==> config.mk <==
export PLATFORM = sky130hd
export DESIGN_NAME = shuffled_base62_codec_top
export DESIGN_NICKNAME = d
export VERILOG_FILES = /design/src/rtl/sb62_pkg.sv /design/src/rtl/sb62_divstep.sv /design/src/rtl/sb62_decacc.sv /design/src/rtl/shuffled_base62_codec_top.sv
export SDC_FILE = /design/constraint.sdc
export NUM_CORES = 1
export LEC_CHECK = 0
export ABC_AREA = 1
export BUFFER_PORTS_ARGS = -buffer_cell sky130_fd_sc_hd__clkbuf_2
export CAP_MARGIN = 20
export CORE_MARGIN = 2
export CORE_UTILIZATION = 50
export DETAILED_ROUTE_END_ITERATION = 8
export PLACE_DENSITY = 0.7
export SYNTH_ARGS = -nofsm -noshare
export SYNTH_HDL_FRONTEND = slang
export SYNTH_HIERARCHICAL = 1
export SYNTH_SLANG_ARGS = --single-unit
==> constraint.sdc <==
create_clock -name clk -period 5.83 [get_ports clk]
set_input_delay 1.166 -clock clk [delete_from_list [all_inputs] [get_ports clk]]
set_output_delay 1.166 -clock clk [all_outputs]
set_load 0.01 [all_outputs]
==> src/rtl/sb62_pkg.sv <==
`timescale 1ns / 1ps
`default_nettype none

package sb62_pkg;

    // Alphabet: symbol k stands for digit value k, first symbol in the top byte
    localparam int SYM_COUNT = 62;
    localparam logic [8*SYM_COUNT-1:0] ALPHABET =
        "mfS4ODl7ejMkRJsP81ahITHygW9wLvKn2QFqGr6iAYEuxBZ0dct3b5NXpCUzoV";

    // A 63-bit value never needs more than 11 base-62 digits
    localparam int MAX_DIGITS = 11;

    // Chunked long division: 16-bit chunks, reciprocal of 62 scaled by 2^28
    localparam int CHUNK_W   = 16;
    localparam int NCHUNKS   = 4;
    localparam int REM_W     = 6;
    localparam int DIVX_W    = CHUNK_W + REM_W;
    localparam int DIV_SHIFT = 28;
    localparam logic [22:0] DIV_MULT = 23'd4329605;

    typedef enum logic [1:0] {
        ERR_NONE = 2'd0,
        ERR_CHAR = 2'd1,
        ERR_OVF  = 2'd2
    } err_t;

    typedef struct packed {
        logic        req_type;
        logic [62:0] number_in;
        logic [7:0]  char_in;
        logic        char_last;
    } req_t;

    typedef struct packed {
        logic [7:0]  char_out;
        logic [62:0] value_out;
        logic        is_decode_result;
        logic [1:0]  error_code;
        logic        last_out;
    } rsp_t;

    // Decode accumulator control
    typedef struct packed {
        logic fold;
        logic clear;
    } dec_ctrl_t;

    // Digit value to character
    function automatic logic [7:0] sym_of(input logic [5:0] d);
        logic [7:0] c;
        c = 8'd0;
        for (int k = 0; k < SYM_COUNT; k++) begin
            if (d == 6'(k)) begin
                c = ALPHABET[8*(SYM_COUNT-1-k) +: 8];
            end
        end
        return c;
    endfunction

    // Character to digit value; bit 6 flags a known symbol
    function automatic logic [6:0] digit_of(input logic [7:0] c);
        logic [6:0] r;
        r = 7'd0;
        for (int k = 0; k < SYM_COUNT; k++) begin
            if (c == ALPHABET[8*(SYM_COUNT-1-k) +: 8]) begin
                r = {1'b1, 6'(k)};
            end
        end
        return r;
    endfunction

endpackage

`default_nettype wire

==> src/rtl/sb62_divstep.sv <==
`timescale 1ns / 1ps
`default_nettype none

// One long-division step: {remainder, chunk} / 62
module sb62_divstep (
    input  wire logic [sb62_pkg::DIVX_W-1:0]  x,
    output logic      [sb62_pkg::CHUNK_W-1:0] q,
    output logic      [sb62_pkg::REM_W-1:0]   r
);
    import sb62_pkg::*;

    logic [DIVX_W+22:0] prod;
    logic [DIVX_W-1:0]  q62;
    logic [DIVX_W-1:0]  diff;

    // Reciprocal multiply, exact for x < 62 * 2^16
    assign prod = {23'd0, x} * {{DIVX_W{1'b0}}, DIV_MULT};
    assign q    = prod[DIV_SHIFT +: CHUNK_W];

    // Remainder: x - q*64 + q*2
    assign q62  = {q, 6'd0} - {5'd0, q, 1'b0};
    assign diff = x - q62;
    assign r    = diff[REM_W-1:0];

endmodule

`default_nettype wire

==> src/rtl/sb62_decacc.sv <==
`timescale 1ns / 1ps
`default_nettype none

// Decode accumulator: value = value*62 + digit, sticky error
module sb62_decacc (
    input  wire logic                clk,
    input  wire logic                rst_n,
    input  wire sb62_pkg::dec_ctrl_t ctrl,
    input  wire logic [7:0]          char_in,
    output logic      [62:0]         acc,
    output sb62_pkg::err_t           err
);
    import sb62_pkg::*;

    logic [62:0] acc_reg, acc_next;
    err_t        err_reg, err_next;
    logic [6:0]  dig;
    logic [69:0] sum;

    assign dig = digit_of(char_in);
    assign sum = {1'b0, acc_reg, 6'd0} - {6'd0, acc_reg, 1'b0} + {63'd0, 1'b0, dig[5:0]};

    // Clear wins; otherwise fold one character unless an error is already latched
    always_comb
    begin
        acc_next = acc_reg;
        err_next = err_reg;
        if (ctrl.clear)
        begin
            acc_next = '0;
            err_next = ERR_NONE;
        end
        else if (ctrl.fold && err_reg == ERR_NONE)
        begin
            if (!dig[6])
            begin
                err_next = ERR_CHAR;
            end
            else if (sum[69:63] != 7'd0)
            begin
                err_next = ERR_OVF;
            end
            else
            begin
                acc_next = sum[62:0];
            end
        end
    end

    always_ff @(posedge clk or negedge rst_n)
    begin
        if (!rst_n)
        begin
            acc_reg <= '0;
            err_reg <= ERR_NONE;
        end
        else
        begin
            acc_reg <= acc_next;
            err_reg <= err_next;
        end
    end

    assign acc = acc_reg;
    assign err = err_reg;

endmodule

`default_nettype wire

==> src/rtl/shuffled_base62_codec_top.sv <==
`timescale 1ns / 1ps
`default_nettype none

// Shuffled base-62 codec.
// Input channel req (valid/stall): one transaction is an encode request
// (req_type 0, number_in) or one decode character (req_type 1, char_in,
// char_last). Output channel rsp (valid/stall): one transaction per encoded
// character, most significant first, last_out on the final one; one decode
// result carrying value_out and error_code per string, on its last character.
// Encode: a single shared divide-by-62 step unit works through the 63-bit
// number in four 16-bit chunks, one digit per pass over the chunks; then one
// character leaves per cycle while rsp is not stalled.
// Decode: a character is folded in the cycle it is accepted; the final one
// moves the sequencer to ST_DOUT, which registers the result for output.
// req_stall is high whenever a request is in work, so one request at a time.
// When rsp is stalled the output register holds; ST_EMIT and ST_DOUT wait.
// Reset clears the sequencer, the output valid flag and the decode state.
module shuffled_base62_codec_top (
    input  wire logic           clk,
    input  wire logic           rst_n,
    input  wire logic           req_valid,
    output logic                req_stall,
    input  wire sb62_pkg::req_t req,
    output logic                rsp_valid,
    input  wire logic           rsp_stall,
    output sb62_pkg::rsp_t      rsp
);
    import sb62_pkg::*;

    typedef enum logic [3:0] {
        ST_IDLE = 4'b0001,
        ST_DIV  = 4'b0010,
        ST_EMIT = 4'b0100,
        ST_DOUT = 4'b1000
    } state_t;

    state_t                           state_reg, state_next;
    logic [NCHUNKS-1:0][CHUNK_W-1:0]  num_reg, num_next;
    logic [REM_W-1:0]                 rem_reg, rem_next;
    logic [1:0]                       idx_reg, idx_next;
    logic [3:0]                       cnt_reg, cnt_next;
    logic [3:0]                       eidx_reg, eidx_next;
    logic [5:0]                       digits_reg [MAX_DIGITS];
    rsp_t                             rsp_reg, rsp_next;
    logic                             rsp_valid_reg, rsp_valid_next;

    logic                             accept;
    logic                             slot_free;
    logic                             digit_we;
    logic [CHUNK_W-1:0]               div_q;
    logic [REM_W-1:0]                 div_r;
    logic                             quot_zero;
    dec_ctrl_t                        dec_ctrl;
    logic [62:0]                      dec_acc;
    err_t                             dec_err;

    assign accept    = req_valid && !req_stall;
    assign req_stall = (state_reg != ST_IDLE);
    assign slot_free = !rsp_valid_reg || !rsp_stall;

    // Shared division step
    sb62_divstep u_div (
        .x ({rem_reg, num_reg[idx_reg]}),
        .q (div_q),
        .r (div_r)
    );

    // Decode state
    assign dec_ctrl.fold  = accept && req.req_type;
    assign dec_ctrl.clear = (state_reg == ST_DOUT) && slot_free;

    sb62_decacc u_dec (
        .clk     (clk),
        .rst_n   (rst_n),
        .ctrl    (dec_ctrl),
        .char_in (req.char_in),
        .acc     (dec_acc),
        .err     (dec_err)
    );

    // Whole quotient zero once the low chunk is done
    assign quot_zero = (num_reg[3] == '0) && (num_reg[2] == '0) &&
                       (num_reg[1] == '0) && (div_q == '0);

    // Sequencer
    always_comb
    begin
        state_next     = state_reg;
        num_next       = num_reg;
        rem_next       = rem_reg;
        idx_next       = idx_reg;
        cnt_next       = cnt_reg;
        eidx_next      = eidx_reg;
        digit_we       = 1'b0;
        rsp_next       = rsp_reg;
        rsp_valid_next = rsp_valid_reg;
        if (slot_free)
        begin
            rsp_valid_next = 1'b0;
        end

        case (state_reg)
            ST_IDLE:
            begin
                if (accept)
                begin
                    if (!req.req_type)
                    begin
                        num_next   = {1'b0, req.number_in};
                        rem_next   = '0;
                        idx_next   = 2'(NCHUNKS - 1);
                        cnt_next   = '0;
                        state_next = ST_DIV;
                    end
                    else if (req.char_last)
                    begin
                        state_next = ST_DOUT;
                    end
                end
            end

            ST_DIV:
            begin
                num_next[idx_reg] = div_q;
                rem_next          = div_r;
                if (idx_reg == 2'd0)
                begin
                    digit_we = 1'b1;
                    cnt_next = cnt_reg + 4'd1;
                    if (quot_zero || cnt_next == 4'(MAX_DIGITS))
                    begin
                        eidx_next  = cnt_reg;
                        state_next = ST_EMIT;
                    end
                    else
                    begin
                        idx_next = 2'(NCHUNKS - 1);
                        rem_next = '0;
                    end
                end
                else
                begin
                    idx_next = idx_reg - 2'd1;
                end
            end

            ST_EMIT:
            begin
                if (slot_free)
                begin
                    rsp_valid_next            = 1'b1;
                    rsp_next.char_out         = sym_of(digits_reg[eidx_reg]);
                    rsp_next.value_out        = '0;
                    rsp_next.is_decode_result = 1'b0;
                    rsp_next.error_code       = ERR_NONE;
                    rsp_next.last_out         = (eidx_reg == 4'd0);
                    if (eidx_reg == 4'd0)
                    begin
                        state_next = ST_IDLE;
                    end
                    else
                    begin
                        eidx_next = eidx_reg - 4'd1;
                    end
                end
            end

            ST_DOUT:
            begin
                if (slot_free)
                begin
                    rsp_valid_next            = 1'b1;
                    rsp_next.char_out         = 8'd0;
                    rsp_next.value_out        = (dec_err == ERR_NONE) ? dec_acc : '0;
                    rsp_next.is_decode_result = 1'b1;
                    rsp_next.error_code       = dec_err;
                    rsp_next.last_out         = 1'b1;
                    state_next                = ST_IDLE;
                end
            end

            default:
            begin
                state_next = ST_IDLE;
            end
        endcase
    end

    // Control registers
    always_ff @(posedge clk or negedge rst_n)
    begin
        if (!rst_n)
        begin
            state_reg     <= ST_IDLE;
            idx_reg       <= '0;
            cnt_reg       <= '0;
            eidx_reg      <= '0;
            rsp_valid_reg <= 1'b0;
        end
        else
        begin
            state_reg     <= state_next;
            idx_reg       <= idx_next;
            cnt_reg       <= cnt_next;
            eidx_reg      <= eidx_next;
            rsp_valid_reg <= rsp_valid_next;
        end
    end

    // Datapath registers
    always_ff @(posedge clk)
    begin
        num_reg <= num_next;
        rem_reg <= rem_next;
        rsp_reg <= rsp_next;
        if (digit_we)
        begin
            digits_reg[cnt_reg] <= div_r;
        end
    end

    assign rsp_valid = rsp_valid_reg;
    assign rsp       = rsp_reg;

    // Checks
    a_err_zero_value: assert property (@(posedge clk) disable iff (!rst_n)
        rsp_valid |-> (rsp.error_code == ERR_NONE || rsp.value_out == '0))
        else $error("decode result with error carries a value");

    a_enc_clean: assert property (@(posedge clk) disable iff (!rst_n)
        (rsp_valid && !rsp.is_decode_result) |->
        (rsp.error_code == ERR_NONE && rsp.value_out == '0))
        else $error("encode result with decode fields set");

    a_div_count: assert property (@(posedge clk) disable iff (!rst_n)
        (state_reg == ST_DIV) |-> (cnt_reg < 4'(MAX_DIGITS)))
        else $error("digit count past limit");

    a_emit_index: assert property (@(posedge clk) disable iff (!rst_n)
        (state_reg == ST_EMIT) |-> (eidx_reg < cnt_reg))
        else $error("emit index beyond stored digits");

endmodule

`default_nettype wire

==> flow_metrics.tcl <==
set metrics [dict create \
    path_clk_slew_ns 0.06 \
    hold_ws_ns 0.521 \
    ys.flop_type "edfxtp_1" \
    clock_path_buffers 3 \
    hold_path.class "input pin to async pin" \
    crit_arrival_ns 6.97 \
    place_hpwl_um 60000 \
    place_area_mm2 0.0286 \
    worst-r2r-setup-slack_ns -0.69 \
    dr_total_vias 23800 \
    clkLatencyLatePin_ns 0.59 \
    gp_congestion 0.985 \
    largest_register_ff_count 74 \
    antenna_found_initial 2 \
    netlist_area_mm2 0.0250 \
    fin_area_mm2 0.0312 \
    yosysSeqAreaShare 0.332 \
    tightest_slew_ns 1.17 \
    fin_setup_tns_ns -20.72 \
    synth_edf_count 210 \
    worstPathRequired_ns 6.28 \
    r2r_start "idx_reg[0]" \
    die_y_um 228 \
    cp-start-kind "flop" \
    max_slew_margin 0.211 \
    min_period_ns 6.52 \
    place_inst 4265 \
    start_util 0.508 \
    area_growth_syn_to_layout_pct 24.9 \
    endpoint "eidx_reg[1]" \
    ys_ff_latch 290 \
    final_hold_viol_count 0 \
    drtAntennaViolNets 0 \
    fin_skew_ns 0.0117 \
    grt_pass1_vias 22800 \
    drive_above_1_share 0.241 \
    yosys.cell_types.count 72 \
    outcome "complete, but fails checks" \
    dr.first_iter.drc_count 2396 \
    core_area_mm2 0.0492 \
    crit_fanout 7 \
    vias_per_cell 5.46 \
    final_nets 4043 \
    port_buffers 152 \
    pin_count 154 \
    yosys_warnings 6 \
    crit_start "idx_reg[0]" \
    worstSetupEndpointType "flop" \
    drv_cap 0 \
    die_area_mm2 0.0518 \
    numCtsBuffers 31 \
    setup-violations-final 60 \
    syn-instance-count 3231 \
    wl_per_cell_um 17.8 \
    drc 0 \
    crit_type "flop to flop" \
    rows 81 \
    cts_sinks 290 \
    async_flop_share 0.276 \
    grt_pass1_wl_um 120000 \
    grt_max_degree 83 \
    critical_path.max_stage_delay_ns 0.62 \
    violations "setup timing" \
    h-tree-depth 1 \
    syn_avg_cell_area_um2 7.74 \
    root_buffer "clkbuf_16" \
    fin_crit_sh 1.12 \
    reg2reg_to "eidx_reg[1]" \
    cts_tree "done" \
    grt_overflow_total 0 \
    fmax_mhz 153 \
    rsz0062_at_grt "true" \
    drv_slew 0 \
    cpMaxStageDelayCell "fa_1" \
    final_cells 4359 \
    layout_setup_ws_ns -0.687 \
    syn_nets 3605 \
    track_usage 0.295 \
    routed_wl_um 77600 \
    r2r_cells 32 \
    die_w_um 228 \
    drt_pass1_iterations 6 \
]
==> routing by layer <==
metal  GRT usage  share of wire  vias to the layer above
met1       0.421           0.44                    11100
met3      0.0474          0.085                      154
met2       0.465           0.44                     1046
met4      0.0824          0.033                        2
met5           0        0.00017                        -
li1            -              -                    11600
==> cells in the mapped netlist, types with 8 or more instances <==
cell type	n	area (µm²)
o22ai_2	40	500
o22ai_1	24	150
nand2_2	17	106
dfrtp_1	79	1980
buf_4	8	60.1
xor2_1	33	289
fa_1	47	941
nor3_2	8	80.1
o21ai_1	12	60.1
nand2_1	601	2260
inv_1	576	2160
a21boi_0	8	60.1
xnor2_1	30	263
o21ai_0	166	831
inv_2	23	86.3
o211ai_1	13	97.6
a21oi_1	180	901
o21bai_1	9	67.6
o31ai_1	19	143
edfxtp_1	210	6310
clkbuf_1	38	143
nand3_2	9	90.1
buf_2	10	50.1
nor2_1	407	1530
nor4_1	22	138
a31oi_1	17	106
nand3_1	161	806
nand2_4	8	90.1
ha_1	250	3130
nand4_1	55	344
nor3_1	46	230
==> final cells by class <==
class                           count  area [µm²]
Antenna cell                        1        2.50
Clock buffer                       43         861
Clock inverter                     15         196
Fill cell                        4112       17900
Inverter                          606        2300
Multi-Input combinational cell   2266       15300
Sequential cell                   290        8310
Tap cell                          664         831
Timing Repair Buffer              473        3420
Timing Repair inverter              1        7.51
==> cell families (layout without fill, tap and decap cells) <==
group / after synthesis / after routing / share of synthesized area
buffers and inverters: 675 / 1138 / 0.109
adder cells (fa/ha/maj): 297 / 297 / 0.163
AO/OA/AOI/OAI: 538 / 538 / 0.134
flip-flops: 290 / 290 / 0.332
XOR/XNOR: 64 / 64 / 0.0227
other: 1 / 2 / 0.000150
AND/OR/NAND/NOR: 1366 / 1366 / 0.239
==> repair_timing <==
item,4_1_cts,5_1_grt
resized for setup,172,128
buffers inserted,14,17
cloned,2,1
hold buffers,0,0
setup endpoints to repair,60,117
pin swaps,59,45
==> layout by cell type, fill, tap and decap left out, types with 15 or more instances in the layout <==
cell type,synthesis,layout
nor2_4,7,17
dfrtp_1,79,77
nand2_2,17,48
edfxtp_1,210,210
clkbuf_16,0,32
nor2_1,407,372
nor4_1,22,21
nand2_4,8,16
xor2_1,33,30
xnor2_1,30,30
nor2_2,6,31
nor3_1,46,43
nand4_1,55,55
nand2_1,601,562
fa_1,47,40
a31oi_1,17,17
a21oi_1,180,153
ha_4,0,43
o21ai_0,166,130
o21ai_1,12,38
nand3_1,161,153
o31ai_1,19,19
ha_1,250,201
o22ai_2,40,47
inv_1,576,552
clkbuf_2,0,152
nand3_2,9,17
a21oi_2,2,23
inv_2,23,42
buf_12,5,15
buf_4,8,291
==> critical path, delay by kind of cell, from the launching register on <==
family / cells / cell delay [ns]
simple gates: 8 / 0.96
buf+inv: 9 / 1.16
compound gates: 8 / 1.17
flops: 1 / 0.49
fa+ha+maj: 7 / 2.60
==> worst min path at each step <==
| stage | to | cells after the start | slack (ns) | start |
|---|---|---|---|---|
| global placement | u_dec/err[0] | 2 | 0.51 | u_dec/err[0] |
| CTS | u_dec/acc[53] | 1 | 0.52 | rst_n |
| finish | u_dec/acc[53] | 1 | 0.52 | rst_n |
| floorplan | u_dec/err[0] | 2 | 0.47 | u_dec/err[0] |
| detailed placement | u_dec/err[0] | 2 | 0.51 | u_dec/err[0] |
| global route | u_dec/acc[51] | 1 | 0.55 | rst_n |
==> through the flow <==
| stage | setup slack, ns | util |
|---|---|---|
| after detailed placement | -0.897 | 0.581 |
| after global routing | -0.858 | 0.635 |
| after global placement | -0.777 | 0.581 |
| final | -0.687 | 0.635 |
| after floorplan | 0.00491 | - |
| after CTS | -0.466 | 0.621 |
Power is not shown: default switching activity piles up to over one toggle a cycle in this logic, so the estimate is an artifact.
